==> src/hdl/lbh_pkg.sv <==
`default_nettype none
package lbh_pkg;

  // Default configuration of the histogram
  localparam int unsigned AlphabetSizeDef = 26;
  localparam int unsigned CountBitsDef    = 32;

  // Code of the first letter in the byte stream
  localparam logic [7:0] LetterBase = 8'd97;

  // Field and result widths fixed by the command interface
  localparam int unsigned LetterW = 5;
  localparam int unsigned OutW    = 32;

  // Command codes
  typedef enum logic [1:0] {
    OP_FEED   = 2'd0,
    OP_READ   = 2'd1,
    OP_REPORT = 2'd2
  } op_e;

  // Compare select of the shared unit
  typedef enum logic {
    CMP_GT = 1'b0,
    CMP_LT = 1'b1
  } cmp_sel_e;

endpackage
`default_nettype wire

==> src/hdl/lbh_unit.sv <==
`default_nettype none
module lbh_unit import lbh_pkg::*; #(
  parameter int unsigned W = CountBitsDef
) (
  input  wire logic     [W-1:0] a_i,
  input  wire logic     [W-1:0] b_i,
  input  wire cmp_sel_e         sel_i,
  output logic          [W-1:0] inc_o,
  output logic                  hit_o
);

  logic gt;
  logic lt;

  // Saturating increment: hold at full scale
  assign inc_o = (&a_i) ? a_i : a_i + W'(1);

  // One magnitude compare, both senses
  assign gt = (a_i > b_i);
  assign lt = (a_i < b_i);

  always_comb begin
    case (sel_i)
      CMP_GT:  hit_o = gt;
      CMP_LT:  hit_o = lt;
      default: hit_o = 1'b0;
    endcase
  end

endmodule
`default_nettype wire
==> config.mk <==
export PLATFORM = sky130hd
export DESIGN_NAME = lbh_unit
export DESIGN_NICKNAME = d
export VERILOG_FILES = /design/src/hdl/lbh_pkg.sv /design/src/hdl/lbh_unit.sv
export SDC_FILE = /design/constraint.sdc
export NUM_CORES = 1
export LEC_CHECK = 0
export ABC_AREA = 1
export BUFFER_PORTS_ARGS = -buffer_cell sky130_fd_sc_hd__buf_2
export CAP_MARGIN = 15
export CORE_ASPECT_RATIO = 2
export CORE_MARGIN = 1
export CORE_UTILIZATION = 54
export DETAILED_ROUTE_END_ITERATION = 12
export PLACE_DENSITY = 0.95
export SYNTH_ARGS = -nofsm -noshare
export SYNTH_HDL_FRONTEND = slang
export SYNTH_SLANG_ARGS = --single-unit
export TNS_END_PERCENT = 10
==> constraint.sdc <==
create_clock -name vclk -period 2.9
set_input_delay 0.435 -clock vclk [all_inputs]
set_output_delay 0.435 -clock vclk [all_outputs]
set_load 0.01 [all_outputs]
-- Yosys cells after proc, flatten, opt, wreduce, memory -nomap -nowiden
Index checks and enable logic that the tools add are counted.
Widths: inputs -> output; s select.
- register bits: 0
- input port bits: 65
- output and inout bits: 33
- word-level logic and storage cells: 7
- add/subtract/negate cells: 1
- $lt $le $gt $ge: 2
- muxes and demuxes: 2
- bitwise operators: 1
- reduce and logical (&&, ||, !) cells: 1
- operators by type and width (cell ; number):
    $add 32x1->32 const B ; 1
    $gt 32x32->1 ; 1
    $lt 32x32->1 ; 1
    $mux 32 ; 1
    $reduce_and 32->1 ; 1
    $pmux 1 s2 ; 1
    $not 1->1 ; 1

-- Longest topological paths before layout
Gate-level depths: netlist of the first run.
- depth in word-level cells: 2
- depth in mapped cells: 16
- depth with buffers taken out: 16

-- Least setup slack after synthesis of the first run
No wires, ideal clock.
- kind: input to output
- start: input port a_i[0]
- end: output port inc_o[10]
- arrival: 1.531 ns
- required time: 2.465 ns
- slack: 0.934 ns
- stages on the path: 10
- path buffers: 0
- path through: ha_1 nand3_2 inv_2 nand2_2 inv_2 nand3_4 nor2_4 nand2_4 nand2_2 xor2_1
- longest elaborated chain between the ends: 2
- elaborated cells on any way between the ends: 3
- those cells by class: add/sub (1); mux (1); reduce/logical (1)
- RTL lines (element ; RTL line ; RTL):
    start: declaration ; lbh_unit.sv:5 ; input wire logic [W-1:0] a_i,
    $add 32x1->32 or $reduce_and 32->1 (tied branches) ; lbh_unit.sv:16 ; assign inc_o = (&a_i) ? a_i : a_i + W'(1);
    $mux 32 (*) ; lbh_unit.sv:16 ;
    end: declaration ; lbh_unit.sv:8 ; output logic [W-1:0] inc_o,
Every way passes the cells marked *; elsewhere a longest branch is shown, timed or not.

-- Worst setup path after layout of the first run
- start: input port a_i[1]
- end: output port inc_o[22]
Same word-level chain as after synthesis.

==> impl_summary.log, run 1 <==
[metrics] number of failing setup endpoints in the final timing report: 0
[metrics] start point of the worst min-delay path: a_i[0]
[metrics] Setup Fix Bufs, Post-CTS: 0
[metrics] overall power after layout: 0.294 mW
[metrics] area post-placement: 0.00258 mm²
[metrics] cell area after layout: 0.00258 mm²
[metrics] number of nets still failing antenna checks after routing: 0
[metrics] setup repair after global routing missed its margin: false
[metrics] post-CTS resize count: 0
[metrics] element type at the critical path start: input pin
[metrics] remaining routing DRC violations: 0
[metrics] cell depth of the worst min-delay path: 3
[metrics] std cell rows: 31
[metrics] relative slew slack: 70.2%
[metrics] data arrival time of the critical path: 2.08 ns
[metrics] Cell Chain, Critical Path: buf_2 > ha_1 > nand3_2 > inv_2 > nand2_2 > inv_2 > nand3_4 > inv_2 > nand4_4 > nand3_1 > buf_2
[metrics] slowest library cell on the worst path: nand4_4
[metrics] fmax: 0.398 GHz
[metrics] family of cells with the greatest summed delay on the critical path: simple AND/OR/NAND/NOR gates
[metrics] core region area: 0.00361 mm²
[metrics] maximum number of pins on one net before global-route repair: 22
[metrics] sequential area share after synthesis: 0%
[metrics] Worst Setup End Kind: output port
[metrics] Worst Path Required: 2.47 ns
[metrics] origin of the worst setup path: a_i[1]
[metrics] Endpoint, Worst Hold: inc_o[0]
[metrics] DR vias/cell: 5.23
[metrics] share of post-route cells with drive strength above 1: 30.9%
[metrics] number of sequential storage elements: 0
[metrics] least setup slack across all paths after layout: 0.387 ns
[metrics] leakage component of the power: 1.58 nW
[metrics] number of inserted diodes: 0
[metrics] Routed WL per cell: 12.8 µm
[metrics] detailed-placement wirelength estimate: 5.84 mm
[metrics] count of distinct cell types in the synthesized netlist: 25
[metrics] overflow left after global routing: 0
[metrics] Initial DRT Pass Iterations: 4
[metrics] Crit Path Max Fanout: 21
[metrics] Layout Area Growth over Synthesis: 25.8%
[metrics] area of the mapped netlist: 0.00205 mm²
[metrics] average size of a mapped cell: 5.70 µm²
[metrics] post-placement setup slack: 0.394 ns
[metrics] number of violations of the max-capacitance limit: 0
[metrics] Nets: 556
[metrics] Fin Setup TNS: 0 ns
[metrics] initial cell density of the core: 56.9%
[metrics] count of final max-slew check failures: 0
[metrics] status: complete, no violations
[metrics] die outline height: 89.2 µm
[metrics] post-synthesis cell count: 360
[metrics] number of warning messages in the yosys log: 0
[metrics] Worst path max stage delay: 0.35 ns
[metrics] Seq. cell area: 0 µm²
[metrics] multi-input gate area in the final layout: 0.00176 mm²
[metrics] IR Drop Worst-Case VDD: 0.0881 mV
[metrics] total via count in the routed design: 2,642
[metrics] placer's final routability congestion estimate: 0.980
[metrics] most repeated library cell on the critical path: inv_2
[metrics] Tightest Pin Transition: 0.447 ns
[metrics] post-cts hold buffer count: 0
[metrics] Die Outline Area: 0.00407 mm²
[metrics] ratio of final minimum period to clock period: 86.6%
[metrics] Synthesized Nets: 458
[metrics] final standard cell utilization of the core: 71.6%
[metrics] total wire length after detailed routing: 6.46 mm
[metrics] CP Buf/Inv Count: 5
[metrics] IO buf count: 98
[metrics] filler instances: 360
[metrics] vias in the first global route: 2,554
[metrics] worst hold slack across all endpoints: 1.20 ns
[metrics] final hold violation count: 0
[metrics] power density cells: 114 mW/mm²
[metrics] Boundary Pins: 98
[metrics] chip width: 45.6 µm
[metrics] Worst Hold Class: input pin to output port
[metrics] final critical path time including I/O delays and setup: 2.51 ns
[metrics] total routing resource utilization after global routing: 32.5%
[metrics] detailed router's first-iteration violation count: 50
[metrics] initial antenna violation count: 0
[metrics] global-route wire length before repair: 9.89 mm
[metrics] count of placed standard cells in the final layout, fillers left out: 505
[metrics] # placed instances: 505
[metrics] number of clock-tree buffers in the layout: 0
[metrics] critical path start-end classification: input pin to output port
where the power goes:
group | switching (mW) | total [mW] | internal [mW]
logic | 0.171 | 0.294 | 0.122
clock network | 0 | 0 | 0
registers | 0 | 0 | 0
how the worst max path moves through the flow:
stage / to / cells past startpoint
floorplan: inc_o[10] / 10
global placement: inc_o[22] / 11
detailed placement: inc_o[22] / 11
CTS: inc_o[22] / 11
global route: inc_o[22] / 11
finish: inc_o[22] / 11
cell usage in the layout, fill, tap and decap left out, types with 2 or more instances in the layout:
cell type	count
o21a_1	2
or2_2	6
xnor2_1	6
nor3_1	11
o21ai_0	5
nand2_1	108
nand3_2	13
nor3_2	8
nand2_2	5
nand4_1	10
ha_1	33
inv_2	4
a21oi_1	15
buf_2	98
xor2_1	8
inv_1	68
nand3_1	16
nor2_1	32
nor2_4	2
logic make-up (layout without fill, tap and decap cells):
group	count (synthesis)	after routing	share of synthesized area (%)
and+or+nand+nor	216	216	53.7
adders and majority gates	33	33	20.1
buffers and inverters	74	170	14.3
AOI/OAI and AO/OA	23	23	5.97
xor gates and xnor gates	14	14	5.97
per-layer routing:
layer,wire length [µm],vias up,global-route usage [%],share of wire (%)
met2,3720,97,67.7,58
met4,445,0,21.5,6.9
met3,216,34,1.21,3.3
met5,0,-,0,0
met1,2080,1169,26.0,32
li1,-,1342,-,-
Yosys cell counts:
| library cell | instances | share of area [%] |
|---|---|---|
| buf_6 | 2 | 1.1 |
| nor2_2 | 1 | 0.30 |
| o21ai_0 | 5 | 1.2 |
| nand2_1 | 108 | 20 |
| xor2_1 | 8 | 3.4 |
| a21oi_1 | 15 | 3.7 |
| nand4_4 | 1 | 1.0 |
| a21o_1 | 1 | 0.37 |
| nand3_4 | 1 | 0.85 |
| nor3_2 | 8 | 3.9 |
| nand4_1 | 10 | 3.0 |
| nand3_2 | 13 | 6.3 |
| inv_1 | 68 | 12 |
| nand3_1 | 16 | 3.9 |
| nor4_4 | 1 | 1.0 |
| nor2_4 | 2 | 1.1 |
| ha_1 | 33 | 20 |
| nand2_4 | 1 | 0.55 |
| inv_2 | 4 | 0.73 |
| nor2_1 | 32 | 5.9 |
| or2_2 | 6 | 1.8 |
| nor3_1 | 11 | 2.7 |
| o21a_1 | 2 | 0.73 |
| xnor2_1 | 6 | 2.6 |
| nand2_2 | 5 | 1.5 |
layout make-up:
| type | instances | area share [%] |
|---|---|---|
| repair buffers | 98 | 19.0 |
| multi-input cells | 286 | 68.2 |
| well taps | 49 | 2.37 |
| inverters | 72 | 10.5 |
worst min-delay path, cell delays in order:
cell and delay (ns):
buf_2 0.13, xor2_1 0.07, buf_2 0.13
(Power assumes the default switching activity.)
==> run 2, diff against run 1 <==
--- a/config.mk
+++ b/config.mk
@@ -10,10 +10,9 @@
 export CAP_MARGIN = 15
 export CORE_ASPECT_RATIO = 2
 export CORE_MARGIN = 1
-export CORE_UTILIZATION = 54
+export CORE_UTILIZATION = 50
 export DETAILED_ROUTE_END_ITERATION = 12
-export PLACE_DENSITY = 0.95
+export PLACE_DENSITY = 0.91
 export SYNTH_ARGS = -nofsm -noshare
 export SYNTH_HDL_FRONTEND = slang
 export SYNTH_SLANG_ARGS = --single-unit
-export TNS_END_PERCENT = 10
==> constraint.sdc (replaced) <==
create_clock -name vclk -period 2.5
set_input_delay 0.375 -clock vclk [all_inputs]
set_output_delay 0.375 -clock vclk [all_outputs]
set_load 0.01 [all_outputs]
==> impl_summary.log, run 2 (synthesis gave the netlist of run 1 again) <==
[metrics] status: complete, no violations
[metrics] initial cell density of the core: 52.9% (-4.1 points)
[metrics] total via count in the routed design: 2,639 (-0.11%)
[metrics] DR vias/cell: 5.17 (-1.1%)
[metrics] Routed WL per cell: 13.0 µm (+1.7%)
[metrics] most common library cell in the layout ignoring fill and taps: nand2_1
[metrics] count of final max-slew check failures: 0 (unchanged)
[metrics] die outline height: 92.6 µm (+3.8%)
[metrics] Setup Fix Bufs, Post-CTS: 0 (unchanged)
[metrics] setup repair after global routing missed its margin: false
[metrics] number of clock-tree buffers in the layout: 0 (unchanged)
[metrics] Worst Setup End Kind: output port
[metrics] post-cts hold buffer count: 0 (unchanged)
[metrics] Boundary Pins: 98 (unchanged)
[metrics] filler instances: 402 (+12%)
[metrics] number of violations of the max-capacitance limit: 0 (unchanged)
[metrics] most frequent cells in the layout: nand2_1 (108), buf_2 (98), inv_1 (68)
[metrics] data arrival time of the critical path: 1.89 ns (-0.19 ns)
[metrics] Crit Path Max Fanout: 10 (-52%)
[metrics] IR Drop Worst-Case VDD: 0.109 mV (+24%)
[metrics] Die Outline Area: 0.00438 mm² (+7.7%)
[metrics] total routing resource utilization after global routing: 31.3% (-1.2 points)
[metrics] ratio of final minimum period to clock period: 90.4%
[metrics] maximum number of pins on one net before global-route repair: 13 (-41%)
[metrics] net load switching power: 0.199 mW (+16%)
[metrics] detailed-placement wirelength estimate: 5.97 mm (+2.2%)
[metrics] detailed router's first-iteration violation count: 40 (-20%)
[metrics] Worst Hold Class: input pin to output port
[metrics] post-CTS resize count: 0 (unchanged)
[metrics] vias in the first global route: 2,469 (-3.3%)
[metrics] routing usage on met2: 62.2% (-5.4 points)
[metrics] final hold violation count: 0 (unchanged)
[metrics] sequential cell fraction of total power: 0% (unchanged)
[metrics] initial antenna violation count: 0 (unchanged)
[metrics] GR met1 Demand/Resource: 28.6% (+2.6 points)
[metrics] worst hold slack across all endpoints: 1.08 ns (-0.121 ns)
[metrics] share of post-route cells with drive strength above 1: 31.4% (+0.45 points)
[metrics] Initial DRT Pass Iterations: 4 (unchanged)
[metrics] number of sequential storage elements: 0 (unchanged)
[metrics] number of inserted diodes: 0 (unchanged)
[metrics] Tightest Pin Transition: 0.407 ns (-0.0401 ns)
[metrics] power density cells: 131 mW/mm² (+15%)
[metrics] Worst Path Required: 2.12 ns (-0.35 ns)
[metrics] Seq. cell area: 0 µm² (unchanged)
[metrics] switching share of power: 58.3% (-0.082 points)
[metrics] routing usage on met3: 0.780% (-0.43 points)
[metrics] number of failing setup endpoints in the final timing report: 0 (unchanged)
[metrics] internal power: 0.142 mW (+16%)
[metrics] overflow left after global routing: 0 (unchanged)
[metrics] routing layer with the top usage in global route: met2
[metrics] global-route wire length before repair: 10.2 mm (+3.6%)
[metrics] fmax: 0.442 GHz
[metrics] total wire length after detailed routing: 6.64 mm (+2.7%)
[metrics] std cell rows: 32 (+3.2%)
[metrics] chip width: 47.3 µm (+3.8%)
[metrics] final critical path time including I/O delays and setup: 2.26 ns
[metrics] multi-input gate area in the final layout: 0.00176 mm² (unchanged)
[metrics] relative slew slack: 72.7% (+2.5 points)
[metrics] part of the total power dissipated in combinational logic: 100.0% (about the same)
[metrics] overall power after layout: 0.341 mW (+16%)
[metrics] portion of total power attributed to the clock network: 0% (unchanged)
[metrics] Layout Area Growth over Synthesis: 27.0%
[metrics] Fin Setup TNS: 0 ns (unchanged)
[metrics] leakage component of the power: 1.59 nW (+0.87%)
[metrics] start point of the worst min-delay path: a_i[0]
[metrics] critical path start-end classification: input pin to output port
[metrics] Nets: 559 (+0.54%)
[metrics] placer's final routability congestion estimate: 0.974 (-0.68%)
[metrics] Endpoint, Worst Hold: inc_o[0]
[metrics] remaining routing DRC violations: 0 (unchanged)
[metrics] core region area: 0.00388 mm² (+7.7%)
[metrics] IO buf count: 98 (unchanged)
[metrics] number of nets still failing antenna checks after routing: 0 (unchanged)
[metrics] cell depth of the worst min-delay path: 3 (unchanged)
[metrics] element type at the critical path start: input pin
[run 2: how the worst max path moves through the flow]
stage,cells past startpoint,end,startpoint
2_1_floorplan,10,inc_o[10],a_i[0]
5_1_grt,9,inc_o[30],a_i[1]
3_5_place_dp,9,inc_o[30],a_i[1]
3_3_place_gp,13,inc_o[7],a_i[1]
4_1_cts,9,inc_o[30],a_i[1]
6_report,13,inc_o[7],a_i[1]
[run 2: metal layers]
| metal | up-vias | wire length [µm] |
|---|---|---|
| met5 | - | 0 |
| met4 | 0 | 374 |
| met3 | 26 | 184 |
| met2 | 89 | 3860 |
| met1 | 1185 | 2220 |
| li1 | 1339 | - |
[run 2: stage by stage]
stage | area (µm²) | setup slack (ns) | cells | utilization (%)
3_3_place_gp | 2610 | 0.320 | 510 | 67.1
3_5_place_dp | 2610 | 0.244 | 510 | 67.1
6_report | 2610 | 0.239 | 510 | 67.1
2_1_floorplan | 2050 | 0.654 | 360 | -
5_1_grt | 2610 | 0.0728 | 510 | 67.1
4_1_cts | 2610 | 0.243 | 510 | 67.1
[run 2: power by group through the flow]
stage	clock network, mW	registers [mW]	logic (mW)
2_1_floorplan	0	0	0.190
3_3_place_gp	0	0	0.330
3_5_place_dp	0	0	0.339
4_1_cts	0	0	0.341
5_1_grt	0	0	0.385
6_report	0	0	0.341
[run 2: cell type report]
type               instances  share of cell area, %
well taps                 51                   2.45
inverters                 72                   10.4
multi-input cells        286                   67.5
repair buffers           101                   19.7
[run 2: critical path, stage by stage]
cell and delay [ns]:
buf_2 0.14, ha_1 0.23, nand3_2 0.14, inv_2 0.09, nand2_2 0.06, inv_2 0.08, nand3_4 0.09, nor2_4 0.12
nand2_4 0.11, nand2_1 0.09, nand2_1 0.04, o21ai_0 0.12, buf_2 0.19
==> run 3, diff against run 2 <==
==> config.mk (replaced) <==
export PLATFORM = sky130hd
export DESIGN_NAME = lbh_unit
export DESIGN_NICKNAME = d
export VERILOG_FILES = /design/src/hdl/lbh_pkg.sv /design/src/hdl/lbh_unit.sv
export SDC_FILE = /design/constraint.sdc
export NUM_CORES = 1
export LEC_CHECK = 0
export ABC_AREA = 1
export CAP_MARGIN = 15
export CORE_ASPECT_RATIO = 2
export CORE_UTILIZATION = 55
export DETAILED_ROUTE_END_ITERATION = 12
export DONT_BUFFER_PORTS = 1
export PLACE_DENSITY = 0.76
export SYNTH_ARGS = -nofsm -noshare
export SYNTH_HDL_FRONTEND = slang
export SYNTH_SLANG_ARGS = --single-unit
==> impl_summary.log, run 3 (synthesis gave the netlist of run 1 again) <==
[metrics] element type at the critical path start: input pin
[metrics] relative slew slack: 69.2% (-3.5 points)
[metrics] Cell Chain, Critical Path: ha_1 > nand3_2 > inv_2 > nand2_2 > inv_2 > nand3_4 > inv_2 > nand4_4 > nand3_1
[metrics] total wire length after detailed routing: 5.79 mm (-13%)
[metrics] IO buf count: 0 (-100%)
[metrics] maximum number of pins on one net before global-route repair: 22 (+9)
[metrics] share of post-route cells with drive strength above 1: 12.0% (-19 points)
[metrics] number of inserted diodes: 0 (unchanged)
[metrics] most repeated library cell on the critical path: inv_2
[metrics] setup repair after global routing missed its margin: false
[metrics] leakage component of the power: 1.19 nW (-25%)
[metrics] IR Drop Worst-Case VDD: 0.0555 mV (-49%)
[metrics] number of violations of the max-capacitance limit: 0 (unchanged)
[metrics] initial cell density of the core: 56.9% (+4.1 points)
[metrics] family of cells with the greatest summed delay on the critical path: simple AND/OR/NAND/NOR gates
[metrics] post-CTS resize count: 0 (unchanged)
[metrics] fmax: 0.468 GHz (+5.9%)
[metrics] total routing resource utilization after global routing: 29.3% (-1.9 points)
[metrics] core region area: 0.00361 mm² (-7.1%)
[metrics] detailed-placement wirelength estimate: 5.27 mm (-12%)
[metrics] remaining routing DRC violations: 0 (unchanged)
[metrics] ratio of final minimum period to clock period: 85.4% (-5.0 points)
[metrics] global-route wire length before repair: 8.85 mm (-14%)
[metrics] number of nets still failing antenna checks after routing: 0 (unchanged)
[metrics] most common library cell in the layout ignoring fill and taps: nand2_1
[metrics] detailed router's first-iteration violation count: 48 (+20%)
[metrics] final hold violation count: 0 (unchanged)
[metrics] Nets: 458 (-18%)
[metrics] Layout Area Growth over Synthesis: 1.89%
[metrics] Die Outline Area: 0.00400 mm² (-8.8%)
[metrics] Setup Fix Bufs, Post-CTS: 0 (unchanged)
[metrics] Crit Path Max Fanout: 21 (+11)
[metrics] CP Buf/Inv Count: 3 (-1)
[metrics] Boundary Pins: 98 (unchanged)
[metrics] Worst Setup End Kind: output port
[metrics] std cell rows: 31 (-3.1%)
[metrics] slowest library cell on the worst path: nand4_4
[metrics] total via count in the routed design: 2,261 (-14%)
[metrics] power density cells: 108 mW/mm² (-17%)
[metrics] Fin Setup TNS: 0 ns (unchanged)
[metrics] number of clock-tree buffers in the layout: 0 (unchanged)
[metrics] Worst path max stage delay: 0.34 ns (+0.11 ns)
[metrics] number of sequential storage elements: 0 (unchanged)
[metrics] final critical path time including I/O delays and setup: 2.14 ns (-0.125 ns)
[metrics] least setup slack across all paths after layout: 0.364 ns (+0.125 ns)
[metrics] die outline height: 88.4 µm (-4.6%)
[metrics] chip width: 45.2 µm (-4.4%)
[metrics] Initial DRT Pass Iterations: 4 (unchanged)
[metrics] Seq. cell area: 0 µm² (unchanged)
[metrics] Routed WL per cell: 14.2 µm (+9.4%)
[metrics] overflow left after global routing: 0 (unchanged)
[metrics] post-cts hold buffer count: 0 (unchanged)
[metrics] DR vias/cell: 5.56 (+7.4%)
[metrics] status: complete, no violations
[metrics] post-placement setup slack: 0.361 ns (+0.117 ns)
[metrics] critical path start-end classification: input pin to output port
[metrics] placer's final routability congestion estimate: 0.995 (+2.2%)
[metrics] Worst Hold Class: input pin to output port
[metrics] count of final max-slew check failures: 0 (unchanged)
[metrics] multi-input gate area in the final layout: 0.00176 mm² (unchanged)
[metrics] data arrival time of the critical path: 1.76 ns (-0.13 ns)
[metrics] Worst Path Required: 2.12 ns (about the same)
[metrics] Tightest Pin Transition: 0.457 ns (+0.0503 ns)
[metrics] filler instances: 422 (+5.0%)
[metrics] worst hold slack across all endpoints: 0.835 ns (-0.247 ns)
[metrics] number of failing setup endpoints in the final timing report: 0 (unchanged)
[metrics] most frequent cells in the layout: nand2_1 (108), inv_1 (68), ha_1 (33)
[metrics] cell area after layout: 0.00209 mm² (-20%)
[metrics] initial antenna violation count: 0 (unchanged)
[metrics] vias in the first global route: 2,133 (-14%)
[metrics] area post-placement: 0.00209 mm² (-20%)
[metrics] overall power after layout: 0.227 mW (-34%)
==> run 3: cell count changes in the layout (fill, tap and decap cells not counted) <==
cell   change
buf_2     -98
buf_4      -3
==> run 3: final timing paths <==
kind / depth (start not counted) / from / slack [ns] / to
setup / recovery: 9 / a_i[0] / 0.36 / inc_o[22]
hold / removal: 1 / a_i[0] / 0.83 / inc_o[0]
==> run 3: through the flow <==
step,util [%],std cells
floorplan,-,360
global placement,58.0,407
detailed placement,58.0,407
CTS,58.0,407
global route,58.0,407
finish,58.0,407
==> run 3: cell type report <==
type                            instances  area share, %
Tap cell                               49           2.93
Multi-Input combinational cell        286           84.2
Inverter                               72           12.9
==> run 3: where the power goes <==
group | total (mW) | switching [mW] | internal (mW)
sequential | 0 | 0 | 0
combinational | 0.227 | 0.140 | 0.0864
clock | 0 | 0 | 0
==> run 3: per-layer routing <==
layer  wire length, µm  up-vias  global-route usage (%)
li1                  -     1141                       -
met1              1930     1002                    25.5
met2              3250       94                    60.2
met3               319       24                    3.67
met4               302        0                    13.8
met5                 0        -                       0
